`src/rtl/cds_pkg.sv`:
```
// Shared codes, limits and the month length table for the calendar date stepper.
package cds_pkg;

  localparam int unsigned YearBitsDefault = 8;

  localparam logic [2:0] REQ_ADD_TICK  = 3'd0;
  localparam logic [2:0] REQ_ADD_DAY   = 3'd1;
  localparam logic [2:0] REQ_SUB_DAY   = 3'd2;
  localparam logic [2:0] REQ_ADD_MONTH = 3'd3;
  localparam logic [2:0] REQ_SUB_MONTH = 3'd4;

  localparam logic [6:0] TickLast      = 7'd95;
  localparam logic [3:0] MonthsPerYear = 4'd12;
  localparam logic [3:0] MonthFeb      = 4'd2;
  localparam logic [1:0] LeapMask      = 2'b11;

  // Length of a month; codes outside 1..12 count as zero days.
  function automatic logic [4:0] days_in(input logic leap, input logic [3:0] month);
    logic [4:0] len;
    begin
      case (month)
        4'd1:    len = 5'd31;
        4'd2:    len = 5'd28;
        4'd3:    len = 5'd31;
        4'd4:    len = 5'd30;
        4'd5:    len = 5'd31;
        4'd6:    len = 5'd30;
        4'd7:    len = 5'd31;
        4'd8:    len = 5'd31;
        4'd9:    len = 5'd30;
        4'd10:   len = 5'd31;
        4'd11:   len = 5'd30;
        4'd12:   len = 5'd31;
        default: len = 5'd0;
      endcase
      if (month == MonthFeb && leap) begin
        len = len + 5'd1;
      end
      days_in = len;
    end
  endfunction

endpackage

```
`src/rtl/calendar_date_step.sv`:
```
// Calendar date stepper: three-stage pipeline applying one tick, day or month step.
// A request taken passes through the s1, s2 and out registers and then shows its result on
// the outputs with valid_o high. Throughput: one request per cycle.
// busy is always low; the result strobe cannot be held off, so the pipe never stalls.
// Reset (asynchronous, active low) clears the stage valid bits only.
module calendar_date_step #(
  parameter int unsigned YEAR_BITS = cds_pkg::YearBitsDefault
) (
  input  logic                 clk_i,
  input  logic                 rst_ni,
  input  logic                 start,
  output logic                 busy,
  input  logic [2:0]           req_type_i,
  input  logic [YEAR_BITS-1:0] year_in_i,
  input  logic [3:0]           month_in_i,
  input  logic [4:0]           day_in_i,
  input  logic [6:0]           tick_in_i,
  output logic                 valid_o,
  output logic [YEAR_BITS-1:0] year_out_o,
  output logic [3:0]           month_out_o,
  output logic [4:0]           day_out_o,
  output logic [6:0]           tick_out_o
);
  import cds_pkg::*;

  typedef logic [YEAR_BITS-1:0] year_t;

  // Stage 1: tick step and both month neighbors.
  typedef struct packed {
    logic [2:0] req;
    year_t      year;
    logic [3:0] month;
    logic [4:0] day;
    logic [6:0] tick;
    logic [6:0] tick_nxt;
    logic       tick_wrap;
    year_t      year_inc;
    logic [3:0] month_inc;
    year_t      year_dec;
    logic [3:0] month_dec;
  } s1_t;

  // Stage 2: day roll decisions and previous month length.
  typedef struct packed {
    logic [2:0] req;
    year_t      year;
    logic [3:0] month;
    logic [4:0] day;
    logic [6:0] tick;
    logic [6:0] tick_nxt;
    logic       tick_wrap;
    year_t      year_inc;
    logic [3:0] month_inc;
    year_t      year_dec;
    logic [3:0] month_dec;
    logic       day_roll;
    logic       day_low;
    logic [4:0] len_dec;
  } s2_t;

  typedef struct packed {
    year_t      year;
    logic [3:0] month;
    logic [4:0] day;
    logic [6:0] tick;
  } res_t;

  logic s1_vld_q, s2_vld_q, out_vld_q;
  s1_t  s1_d, s1_q;
  s2_t  s2_d, s2_q;
  res_t out_d, out_q;
  logic accept;
  logic [5:0] day_plus;

  assign busy   = 1'b0;
  assign accept = start & ~busy;

  always_comb begin
    s1_d.req       = req_type_i;
    s1_d.year      = year_in_i;
    s1_d.month     = month_in_i;
    s1_d.day       = day_in_i;
    s1_d.tick      = tick_in_i;
    s1_d.tick_wrap = (tick_in_i >= TickLast);
    s1_d.tick_nxt  = s1_d.tick_wrap ? 7'd0 : tick_in_i + 7'd1;
    if (month_in_i >= MonthsPerYear) begin
      s1_d.month_inc = 4'd1;
      s1_d.year_inc  = year_in_i + year_t'(1);
    end else begin
      s1_d.month_inc = month_in_i + 4'd1;
      s1_d.year_inc  = year_in_i;
    end
    if (month_in_i <= 4'd1) begin
      s1_d.month_dec = MonthsPerYear;
      s1_d.year_dec  = year_in_i - year_t'(1);
    end else if (month_in_i > MonthsPerYear) begin
      s1_d.month_dec = MonthsPerYear;
      s1_d.year_dec  = year_in_i;
    end else begin
      s1_d.month_dec = month_in_i - 4'd1;
      s1_d.year_dec  = year_in_i;
    end
  end

  always_comb begin
    day_plus       = {1'b0, s1_q.day} + 6'd1;
    s2_d.req       = s1_q.req;
    s2_d.year      = s1_q.year;
    s2_d.month     = s1_q.month;
    s2_d.day       = s1_q.day;
    s2_d.tick      = s1_q.tick;
    s2_d.tick_nxt  = s1_q.tick_nxt;
    s2_d.tick_wrap = s1_q.tick_wrap;
    s2_d.year_inc  = s1_q.year_inc;
    s2_d.month_inc = s1_q.month_inc;
    s2_d.year_dec  = s1_q.year_dec;
    s2_d.month_dec = s1_q.month_dec;
    s2_d.day_roll  = day_plus >
                     {1'b0, days_in((s1_q.year[1:0] & LeapMask) == 2'b00, s1_q.month)};
    s2_d.day_low   = (s1_q.day <= 5'd1);
    s2_d.len_dec   = days_in((s1_q.year_dec[1:0] & LeapMask) == 2'b00, s1_q.month_dec);
  end

  always_comb begin
    out_d.year  = s2_q.year;
    out_d.month = s2_q.month;
    out_d.day   = s2_q.day;
    // Non-tick requests pass the tick through untouched.
    out_d.tick  = s2_q.tick;
    case (s2_q.req)
      REQ_ADD_TICK: begin
        out_d.tick = s2_q.tick_nxt;
        if (s2_q.tick_wrap) begin
          if (s2_q.day_roll) begin
            out_d.day   = 5'd1;
            out_d.year  = s2_q.year_inc;
            out_d.month = s2_q.month_inc;
          end else begin
            out_d.day = s2_q.day + 5'd1;
          end
        end
      end
      REQ_ADD_DAY: begin
        if (s2_q.day_roll) begin
          out_d.day   = 5'd1;
          out_d.year  = s2_q.year_inc;
          out_d.month = s2_q.month_inc;
        end else begin
          out_d.day = s2_q.day + 5'd1;
        end
      end
      REQ_SUB_DAY: begin
        if (s2_q.day_low) begin
          out_d.day   = s2_q.len_dec;
          out_d.year  = s2_q.year_dec;
          out_d.month = s2_q.month_dec;
        end else begin
          out_d.day = s2_q.day - 5'd1;
        end
      end
      REQ_ADD_MONTH: begin
        out_d.year  = s2_q.year_inc;
        out_d.month = s2_q.month_inc;
      end
      REQ_SUB_MONTH: begin
        out_d.year  = s2_q.year_dec;
        out_d.month = s2_q.month_dec;
      end
      default: begin
      end
    endcase
  end

  always_ff @(posedge clk_i or negedge rst_ni) begin
    if (!rst_ni) begin
      s1_vld_q  <= 1'b0;
      s2_vld_q  <= 1'b0;
      out_vld_q <= 1'b0;
    end else begin
      s1_vld_q  <= accept;
      s2_vld_q  <= s1_vld_q;
      out_vld_q <= s2_vld_q;
    end
  end

  always_ff @(posedge clk_i) begin
    if (accept) begin
      s1_q <= s1_d;
    end
    if (s1_vld_q) begin
      s2_q <= s2_d;
    end
    if (s2_vld_q) begin
      out_q <= out_d;
    end
  end

  assign valid_o     = out_vld_q;
  assign year_out_o  = out_q.year;
  assign month_out_o = out_q.month;
  assign day_out_o   = out_q.day;
  assign tick_out_o  = out_q.tick;

endmodule
```
`config.mk`:
```
export PLATFORM = sky130hd
export DESIGN_NAME = calendar_date_step
export DESIGN_NICKNAME = d
export VERILOG_FILES = /design/src/rtl/cds_pkg.sv /design/src/rtl/calendar_date_step.sv
export SDC_FILE = /design/constraint.sdc
export NUM_CORES = 1
export LEC_CHECK = 0
export BUFFER_PORTS_ARGS = -buffer_cell sky130_fd_sc_hd__buf_2
export CAP_MARGIN = 20
export CORE_MARGIN = 4
export CORE_UTILIZATION = 55
export CTS_CLUSTER_DIAMETER = 150
export CTS_CLUSTER_SIZE = 40
export DETAILED_ROUTE_END_ITERATION = 6
export HOLD_SLACK_MARGIN = 0.05
export PLACE_DENSITY = 0.74
export SYNTH_ARGS = -nofsm -noshare
export SYNTH_HDL_FRONTEND = slang
export SYNTH_SLANG_ARGS = --single-unit
export TNS_END_PERCENT = 100
```
`constraint.sdc`:
```
create_clock -name clk_i -period 2.8 [get_ports clk_i]
set_input_delay 0.14 -clock clk_i [delete_from_list [all_inputs] [get_ports clk_i]]
set_output_delay 0.14 -clock clk_i [all_outputs]
set_load 0.05 [all_outputs]
```
==> metrics.csv, run 1 <==
metric,value,unit
synth_area_leaders,"edfxtp_1, ha_1, mux2_2",
cts_buffers,17,
postCtsSetupBuffers,0,
setup_viol,0,
synth_commonest_cells,"edfxtp_1, nand2_1, inv_1",
cap_viol_max_count,0,
ys_warn_count,0,
routabilityCongestion,0.844,
synth_flop_cell,edfxtp_1,
end_kind,flop,
grt_usage,17.9,%
routed_via_density,5.62,
drtPass1Iterations,5,
rows,39,
ant_nets,0,
fin_util,68.1,%
leakage,2.98,nW
slew_headroom,48.8,%
grt_start_max_net_pins,56,
timing.fmax,380,MHz
hold_violations,0,
synthCells,436,
diodes,0,
synth_top_area_share,68.5,%
synth_cell_types,56,
wirelength,11600,µm
critical-path-slowest-cell,edfxtp_1,
cts_resized,0,
ys_seq_area_share,71.5,%
path_class,reg -> reg,
die_x,117,µm
syn_avg_cell_area,15.0,µm²
ctsLongestPathBuffers,2,
period_share,93.9,%
tightest_slew,0.762,ns
grt_pass1_vias,3836,
hold_path_class,in -> reg,
cts.sinks,158,
tns,0,ns
crit_required,2.96,ns
synth_fp_nets,485,
critPathArrivalTime,2.79,ns
dieHeight,117,µm
synthArstFlopShare,1.90,%
synth.cell_area,6530,µm²
cp_max_fo,6,
rsz0062_at_grt,no,
synth_edf_count,149,
path_clk_slew,0.06,ns
place_area,6970,µm²
cp_top_family,simple AND/OR/NAND/NOR gates,
setup_slack,0.171,ns
layout.cells.non_filler,685,
cts_tree,yes,
overflow,0,
wl_per_cell,16.9,µm
hpwlAfterDp,7500,µm
layout-drive-gt1-share,21.0,%
power_density,767,nW/µm²
core-area,11500,µm²
antenna_found_initial,0,
ys_seq_elements,158,
critical_path.cell_chain,nor4_1 > nand3b_1 > mux2i_1 > ha_1 > nor2b_1 > o21ai_0 > nand2b_1 > a211oi_1 > o22ai_1,
synth_top_area_cell,edfxtp_1,
synthMostInstantiatedCell,edfxtp_1,
status,"finished, final reports clean",
slew_viol_final,0,
peakVddDrop,0.422,mV
cp-start-kind,flop,
dp.cells,627,
period_needed,2.63,ns
insertion_delay,0.42,ns
start_util,56.7,%
final_area,7840,µm²
fin_nets,578,
cts-root-buf,clkbuf_16,
grt_pass1_wl,18400,µm
io_pins,56,
io_buffers,54,
dpl_worst_slack,0.240,ns
num_vias,3852,
syn_to_final_growth,20.1,%
die_area,13700,µm²
drt_iter0_markers,347,
skew,0.00708,ns
route.detailed.drc,0,
path_buf_inv,0,
h-tree-depth,4,
ctsHoldBuffers,26,
critPathMaxStageDelay,0.43,ns
## logic make-up after synthesis
| family | share of synthesized area [%] |
|---|---|
| compound gates | 6.90 |
| xor+xnor | 3.35 |
| fa+ha+maj | 3.64 |
| buf+inv | 2.70 |
| flops | 71.5 |
| mux | 3.24 |
| other cells | 0.0574 |
| simple gates | 8.59 |
## layout by cell type (no fill, tap or decap), types with 12 or more instances in the layout
master	n
clkbuf_16	17
nand3_1	12
a222oi_1	12
nand2_1	29
mux2_2	13
inv_1	27
ha_1	19
nor2_1	25
buf_2	54
o21ai_0	14
edfxtp_1	149
xnor2_1	16
dlygate4sd3_1	26
## per-layer routing
metal | GRT usage (%) | wire (µm) | up-vias
met4 | 6.27 | 194 | 0
met2 | 30.6 | 5980 | 113
met3 | 5.71 | 561 | 18
met5 | 0 | 0 | -
li1 | - | - | 1831
met1 | 21.5 | 4860 | 1890
## worst paths after layout
check / start / to / slack (ns) / depth (start not counted)
worst max-delay path: s1_q[44] / s2_q[6] / 0.17 / 9
worst min-delay path: year_in_i[3] / s1_q[51] / 0.07 / 1
worst max register to register: s1_q[44] / s2_q[6] / 0.17 / 9
worst min register to register: s1_q[21] / s2_q[28] / 0.41 / 0
max in group asynchronous: rst_ni / s1_vld_q / 2.05 / 3
min in group asynchronous: rst_ni / valid_o / 0.59 / 3
## state kept, by name (all words and copies together), names as in the netlist, named ones only
signal       flops
s2_vld_q         1
month_out_o      4
valid_o          1
day_out_o        5
s1_q            59
year_out_o       8
tick_out_o       7
s1_vld_q         1
s2_q            66
## through the flow
step | hold slack (ns) | total power, mW
3_3_place_gp | -0.0636 | 3.64
6_report | 0.0680 | 6.01
4_1_cts | 0.0542 | 6.05
3_5_place_dp | -0.0601 | 3.69
2_1_floorplan | -0.156 | 3.47
5_1_grt | 0.0682 | 6.23
## power breakdown
group          internal [mW]  switching, mW
clock network           1.47          0.868
logic                  0.254          0.431
registers               2.87          0.120
total                   4.60           1.42
## cell type report
| cell class | instances | area, µm² |
|---|---|---|
| fill | 778 | 3680 |
| inverter | 29 | 109 |
| timing repair buffer | 86 | 588 |
| clock buffer | 23 | 478 |
| sequential | 158 | 4670 |
| tap | 143 | 179 |
| multi-input combinational | 237 | 1680 |
| clock inverter | 9 | 133 |
(Power assumes the default switching activity.)
==> run 2, diff against run 1 <==
--- a/config.mk
+++ b/config.mk
@@ -5,7 +5,7 @@
 export SDC_FILE = /design/constraint.sdc
 export NUM_CORES = 1
 export LEC_CHECK = 0
-export BUFFER_PORTS_ARGS = -buffer_cell sky130_fd_sc_hd__buf_2
+export BUFFER_PORTS_ARGS = -buffer_cell sky130_fd_sc_hd__buf_4
 export CAP_MARGIN = 20
 export CORE_MARGIN = 4
 export CORE_UTILIZATION = 55
@@ -14,6 +14,7 @@
 export DETAILED_ROUTE_END_ITERATION = 6
 export HOLD_SLACK_MARGIN = 0.05
 export PLACE_DENSITY = 0.74
+export REMOVE_ABC_BUFFERS = 1
 export SYNTH_ARGS = -nofsm -noshare
 export SYNTH_HDL_FRONTEND = slang
 export SYNTH_SLANG_ARGS = --single-unit
==> metrics.csv, run 2 (synthesis gave the netlist of run 1 again) <==
metric,value,unit,change
status,"finished, final reports clean",,unchanged
grt_start_max_net_pins,40,,was 56
rr_worst_depth,9,,unchanged
postCtsSetupBuffers,0,,unchanged
cts_tree,yes,,unchanged
die_area,13700,µm²,unchanged
ant_nets,0,,unchanged
wl_per_cell,16.8,µm,was 16.9 µm
crit_required,2.95,ns,was 2.96 ns
rsz0062_at_grt,no,,unchanged
grtUsageMet3,4.42,%,was 5.71%
hold_violations,0,,unchanged
power_density,756,nW/µm²,was 767 nW/µm²
cp_top_family,simple AND/OR/NAND/NOR gates,,unchanged
tns,0,ns,unchanged
layout-drive-gt1-share,21.4,%,was 21.0%
rows,39,,unchanged
registers.top_by_ff_count,s2_q,,unchanged
path_class,reg -> reg,,unchanged
final_common_cell,edfxtp_1,,unchanged
grt_usage,18.0,%,was 17.9%
wirelength,11500,µm,was 11600 µm
start_util,56.7,%,unchanged
core-area,11500,µm²,unchanged
overflow,0,,unchanged
largest_reg_flops,66,,unchanged
critical-path-slowest-cell,edfxtp_1,,unchanged
antenna_found_initial,0,,unchanged
cts_resized,0,,unchanged
ctsLongestPathBuffers,2,,unchanged
peakVddDrop,0.429,mV,was 0.422 mV
syn_to_final_growth,22.6,%,was 20.1%
setup_viol,0,,unchanged
timing.fmax,400,MHz,was 380 MHz
insertion_delay,0.41,ns,was 0.42 ns
grt_pass1_wl,18300,µm,was 18400 µm
leakage,3.04,nW,was 2.98 nW
dieHeight,117,µm,unchanged
diodes,0,,unchanged
io_buffers,54,,unchanged
cts.sinks,158,,unchanged
hpwlAfterDp,7420,µm,was 7500 µm
end_kind,flop,,unchanged
fin_nets,582,,was 578
critPathArrivalTime,2.65,ns,was 2.79 ns
drt_iter0_markers,344,,was 347
grt_pass1_vias,3761,,was 3836
hold_path_class,in -> reg,,unchanged
cp_max_fo,6,,unchanged
cts_buffers,17,,unchanged
path_buf_inv,0,,unchanged
cts-root-buf,clkbuf_16,,unchanged
tightest_slew,0.633,ns,was 0.762 ns
r2r_slack,0.30,ns,was 0.17 ns
critical_path.cell_chain,nor4_1 > nand3b_1 > mux2i_1 > ha_1 > nor2b_1 > o21ai_0 > nand2b_1 > a211oi_1 > o22ai_1,,unchanged
h-tree-depth,4,,unchanged
holdPathStages,1,,unchanged
grt_use_met1,22.0,%,was 21.5%
die_x,117,µm,unchanged
ctsHoldBuffers,29,,was 26
routabilityCongestion,0.770,,was 0.844
io_pins,56,,unchanged
skew,0.00791,ns,was 0.00708 ns
drtPass1Iterations,7,,was 5
fin_util,69.5,%,was 68.1%
period_share,89.3,%,was 93.9%
critPathMaxStageDelay,0.43,ns,about the same
routed_via_density,5.48,,was 5.62
cp.depth,9,,unchanged
final_cell_mix,"edfxtp_1, buf_4, nand2_1, dlygate4sd3_1, inv_1",,"was edfxtp_1, buf_2, nand2_1"
busiest_layer,met2,,unchanged
grt.met2_usage,30.6,%,unchanged
num_vias,3779,,was 3852
cp-start-kind,flop,,unchanged
slew_viol_final,0,,unchanged
period_needed,2.50,ns,was 2.63 ns
path_clk_slew,0.06,ns,about the same
slew_headroom,57.4,%,was 48.8%
cap_viol_max_count,0,,unchanged
route.detailed.drc,0,,unchanged
## run 2: cell types whose count changed in the layout (fill, tap and decap cells not counted), moves of 3 or more
cell,change
buf_4,+56
buf_2,-54
clkbuf_1,-3
dlygate4sd3_1,+3
## run 2: layout make-up
| class | count | area [µm²] |
|---|---|---|
| Fill cell | 752 | 3510 |
| Clock inverter | 13 | 161 |
| Sequential cell | 158 | 4670 |
| Inverter | 29 | 109 |
| Multi-Input combinational cell | 237 | 1680 |
| Tap cell | 143 | 179 |
| Clock buffer | 19 | 453 |
| Timing Repair Buffer | 90 | 748 |
## run 2: routing by layer
layer	vias up	part of all wire [%]
met5	-	0
met4	0	1.8
met3	19	5.7
met2	114	52
met1	1807	41
li1	1839	-
## run 2: path summary, 6_finish.rpt
check / start / endpoint
setup / recovery: s1_q[44] / s2_q[6]
hold / removal: start / s1_q[1]
max in group asynchronous: rst_ni / s1_vld_q
hold reg to reg: s1_q[29] / s2_q[36]
min in group asynchronous: rst_ni / valid_o
setup reg to reg: s1_q[44] / s2_q[6]
## run 2: worst register-to-register path, stage by stage, from the launching register on
cell and delay [ns]:
edfxtp_1 0.43, nor4_1 0.30, nand3b_1 0.26, mux2i_1 0.24, ha_1 0.26, nor2b_1 0.14
o21ai_0 0.18, nand2b_1 0.09, a211oi_1 0.23, o22ai_1 0.12
## run 2: metrics by stage
stage               instance area (µm²)  hold WS [ns]  worst slack (ns)  std cells  total power [mW]
floorplan                          6460        -0.156             0.591        424              3.45
global placement                   7100       -0.0707             0.423        628              3.68
detailed placement                 7100       -0.0688             0.337        628              3.72
CTS                                8000         0.220             0.286        689              6.09
global route                       8000         0.223            0.0400        689              6.28
finish                             8000         0.214             0.299        689              6.05
## run 2: power breakdown
part	switching, mW	internal, mW	leakage [nW]
Clock	0.889	1.45	0.293
Combinational	0.435	0.289	1.20
Sequential	0.115	2.87	1.54
Total	1.44	4.61	3.04
==> run 3, diff against run 2 <==
--- a/config.mk
+++ b/config.mk
@@ -15,6 +15,7 @@
 export HOLD_SLACK_MARGIN = 0.05
 export PLACE_DENSITY = 0.74
 export REMOVE_ABC_BUFFERS = 1
+export SLEW_MARGIN = 10
 export SYNTH_ARGS = -nofsm -noshare
 export SYNTH_HDL_FRONTEND = slang
 export SYNTH_SLANG_ARGS = --single-unit
==> constraint.sdc (replaced) <==
create_clock -name clk_i -period 2.7 [get_ports clk_i]
set_input_delay 0.135 -clock clk_i [delete_from_list [all_inputs] [get_ports clk_i]]
set_output_delay 0.135 -clock clk_i [all_outputs]
set_load 0.05 [all_outputs]
==> metrics.csv, run 3 (synthesis gave the netlist of run 1 again) <==
metric,value,unit,change
status,"finished, final reports clean",,unchanged
dpl_worst_slack,0.242,ns,was 0.337 ns
hold_violations,0,,unchanged
insertion_delay,0.42,ns,was 0.41 ns
routed_via_density,5.54,,was 5.48
layout-drive-gt1-share,21.4,%,unchanged
peakVddDrop,0.364,mV,was 0.429 mV
drtPass1Iterations,7,,unchanged
grt_start_max_net_pins,45,,was 40
hold_path_class,in -> reg,,unchanged
final_cell_mix,"edfxtp_1, buf_4, nand2_1, dlygate4sd3_1, inv_1",,unchanged
postCtsSetupBuffers,0,,unchanged
start_util,56.7,%,unchanged
grt_pass1_vias,3900,,was 3761
dieHeight,117,µm,unchanged
hpwlAfterDp,7550,µm,was 7420 µm
cts.sinks,158,,unchanged
setup_viol,0,,unchanged
tightest_slew,0.728,ns,was 0.633 ns
cap_viol_max_count,0,,unchanged
timing.fmax,407,MHz,was 400 MHz
cts_resized,0,,unchanged
h-tree-depth,4,,unchanged
period_needed,2.46,ns,was 2.50 ns
syn_to_final_growth,22.4,%,was 22.6%
num_vias,3817,,was 3779
power_density,776,nW/µm²,was 756 nW/µm²
slew_headroom,51.0,%,was 57.4%
cts_buffers,17,,unchanged
final_common_cell,edfxtp_1,,unchanged
skew,0.00724,ns,was 0.00791 ns
rsz0062_at_grt,no,,unchanged
io_pins,56,,unchanged
diodes,0,,unchanged
io_buffers,54,,unchanged
wirelength,11600,µm,was 11500 µm
rows,39,,unchanged
fin_nets,582,,unchanged
cp-start-kind,flop,,unchanged
drt_iter0_markers,345,,was 344
die_x,117,µm,unchanged
grt_pass1_wl,18600,µm,was 18300 µm
end_kind,flop,,unchanged
ctsLongestPathBuffers,2,,unchanged
wl_per_cell,16.8,µm,about the same
slew_viol_final,0,,unchanged
critPathArrivalTime,2.62,ns,was 2.65 ns
cts_tree,yes,,unchanged
period_share,90.9,%,was 89.3%
path_class,reg -> reg,,unchanged
cp_max_fo,6,,unchanged
cts-root-buf,clkbuf_16,,unchanged
route.detailed.drc,0,,unchanged
ant_nets,0,,unchanged
p_total,6.20,mW,was 6.05 mW
setup_slack,0.245,ns,was 0.299 ns
largest_reg_flops,66,,unchanged
die_area,13700,µm²,unchanged
routabilityCongestion,0.789,,was 0.770
tns,0,ns,unchanged
registers.top_by_ff_count,s2_q,,unchanged
core-area,11500,µm²,unchanged
antenna_found_initial,0,,unchanged
path_clk_slew,0.06,ns,about the same
grt_usage,18.2,%,was 18.0%
leakage,3.04,nW,about the same
crit_required,2.86,ns,was 2.95 ns
overflow,0,,unchanged
[run 3: cell types whose count changed in the layout (fill, tap and decap cells not counted), sizes merged]
cell / previous run / this run
clkbuf: 19 / 20
bufinv: 3 / 2
clkinv: 5 / 7
clkinvlp: 3 / 1
[run 3: path summary, 6_finish.rpt]
kind,startpoint,endpoint,slack (ns),cells after the start
max in group asynchronous,rst_ni,s1_vld_q,1.95,3
worst max register to register,s1_q[44],s2_q[6],0.24,9
worst min-delay path,start,s1_q[49],0.17,1
worst max-delay path,s1_q[44],s2_q[6],0.24,9
worst min register to register,s1_q[32],s2_q[39],0.42,0
min in group asynchronous,rst_ni,s2_vld_q,0.59,3
[run 3: final cells by class]
cell class | instances | area [µm²]
sequential | 158 | 4670
timing repair buffer | 90 | 748
clock buffer | 20 | 467
multi-input combinational | 237 | 1680
tap | 143 | 179
inverter | 29 | 109
fill | 748 | 3530
clock inverter | 12 | 134
[run 3: stage by stage]
step                      std cells  util (%)  instance area, µm²  hold slack, ns
final                           689      69.4                7990           0.174
after CTS                       689      69.4                7990           0.164
after global placement          628      61.6                7100         -0.0754
after detailed placement        628      61.6                7100         -0.0735
after floorplan                 424         -                6460          -0.161
after global routing            689      69.4                7990           0.185
[run 3: timing repair]
| item | CTS | global route |
|---|---|---|
| hold buffers | 29 | 0 |
| setup endpoints to repair | 0 | 0 |
| endpoints found under the hold margin | 41 | 0 |
[run 3: critical path, cell delays in order, from the launching register on]
cell and delay (ns):
edfxtp_1 0.42, nor4_1 0.31, nand3b_1 0.28, mux2i_1 0.23, ha_1 0.26, nor2b_1 0.13, o21ai_0 0.16, nand2b_1 0.08
a211oi_1 0.23, o22ai_1 0.11
[run 3: layer usage]
metal | share of wire (%) | wire (µm) | GRT usage [%]
met3 | 4.5 | 526 | 4.78
met5 | 0 | 0 | 0
met2 | 51 | 5960 | 30.6
met4 | 3.3 | 387 | 9.79
met1 | 41 | 4720 | 21.5
[run 3: power breakdown]
group	switching [mW]	internal, mW	leakage, nW	total [mW]
Sequential	0.125	2.97	1.54	3.10
Combinational	0.445	0.301	1.20	0.745
Clock	0.919	1.44	0.294	2.36
Total	1.49	4.71	3.04	6.20
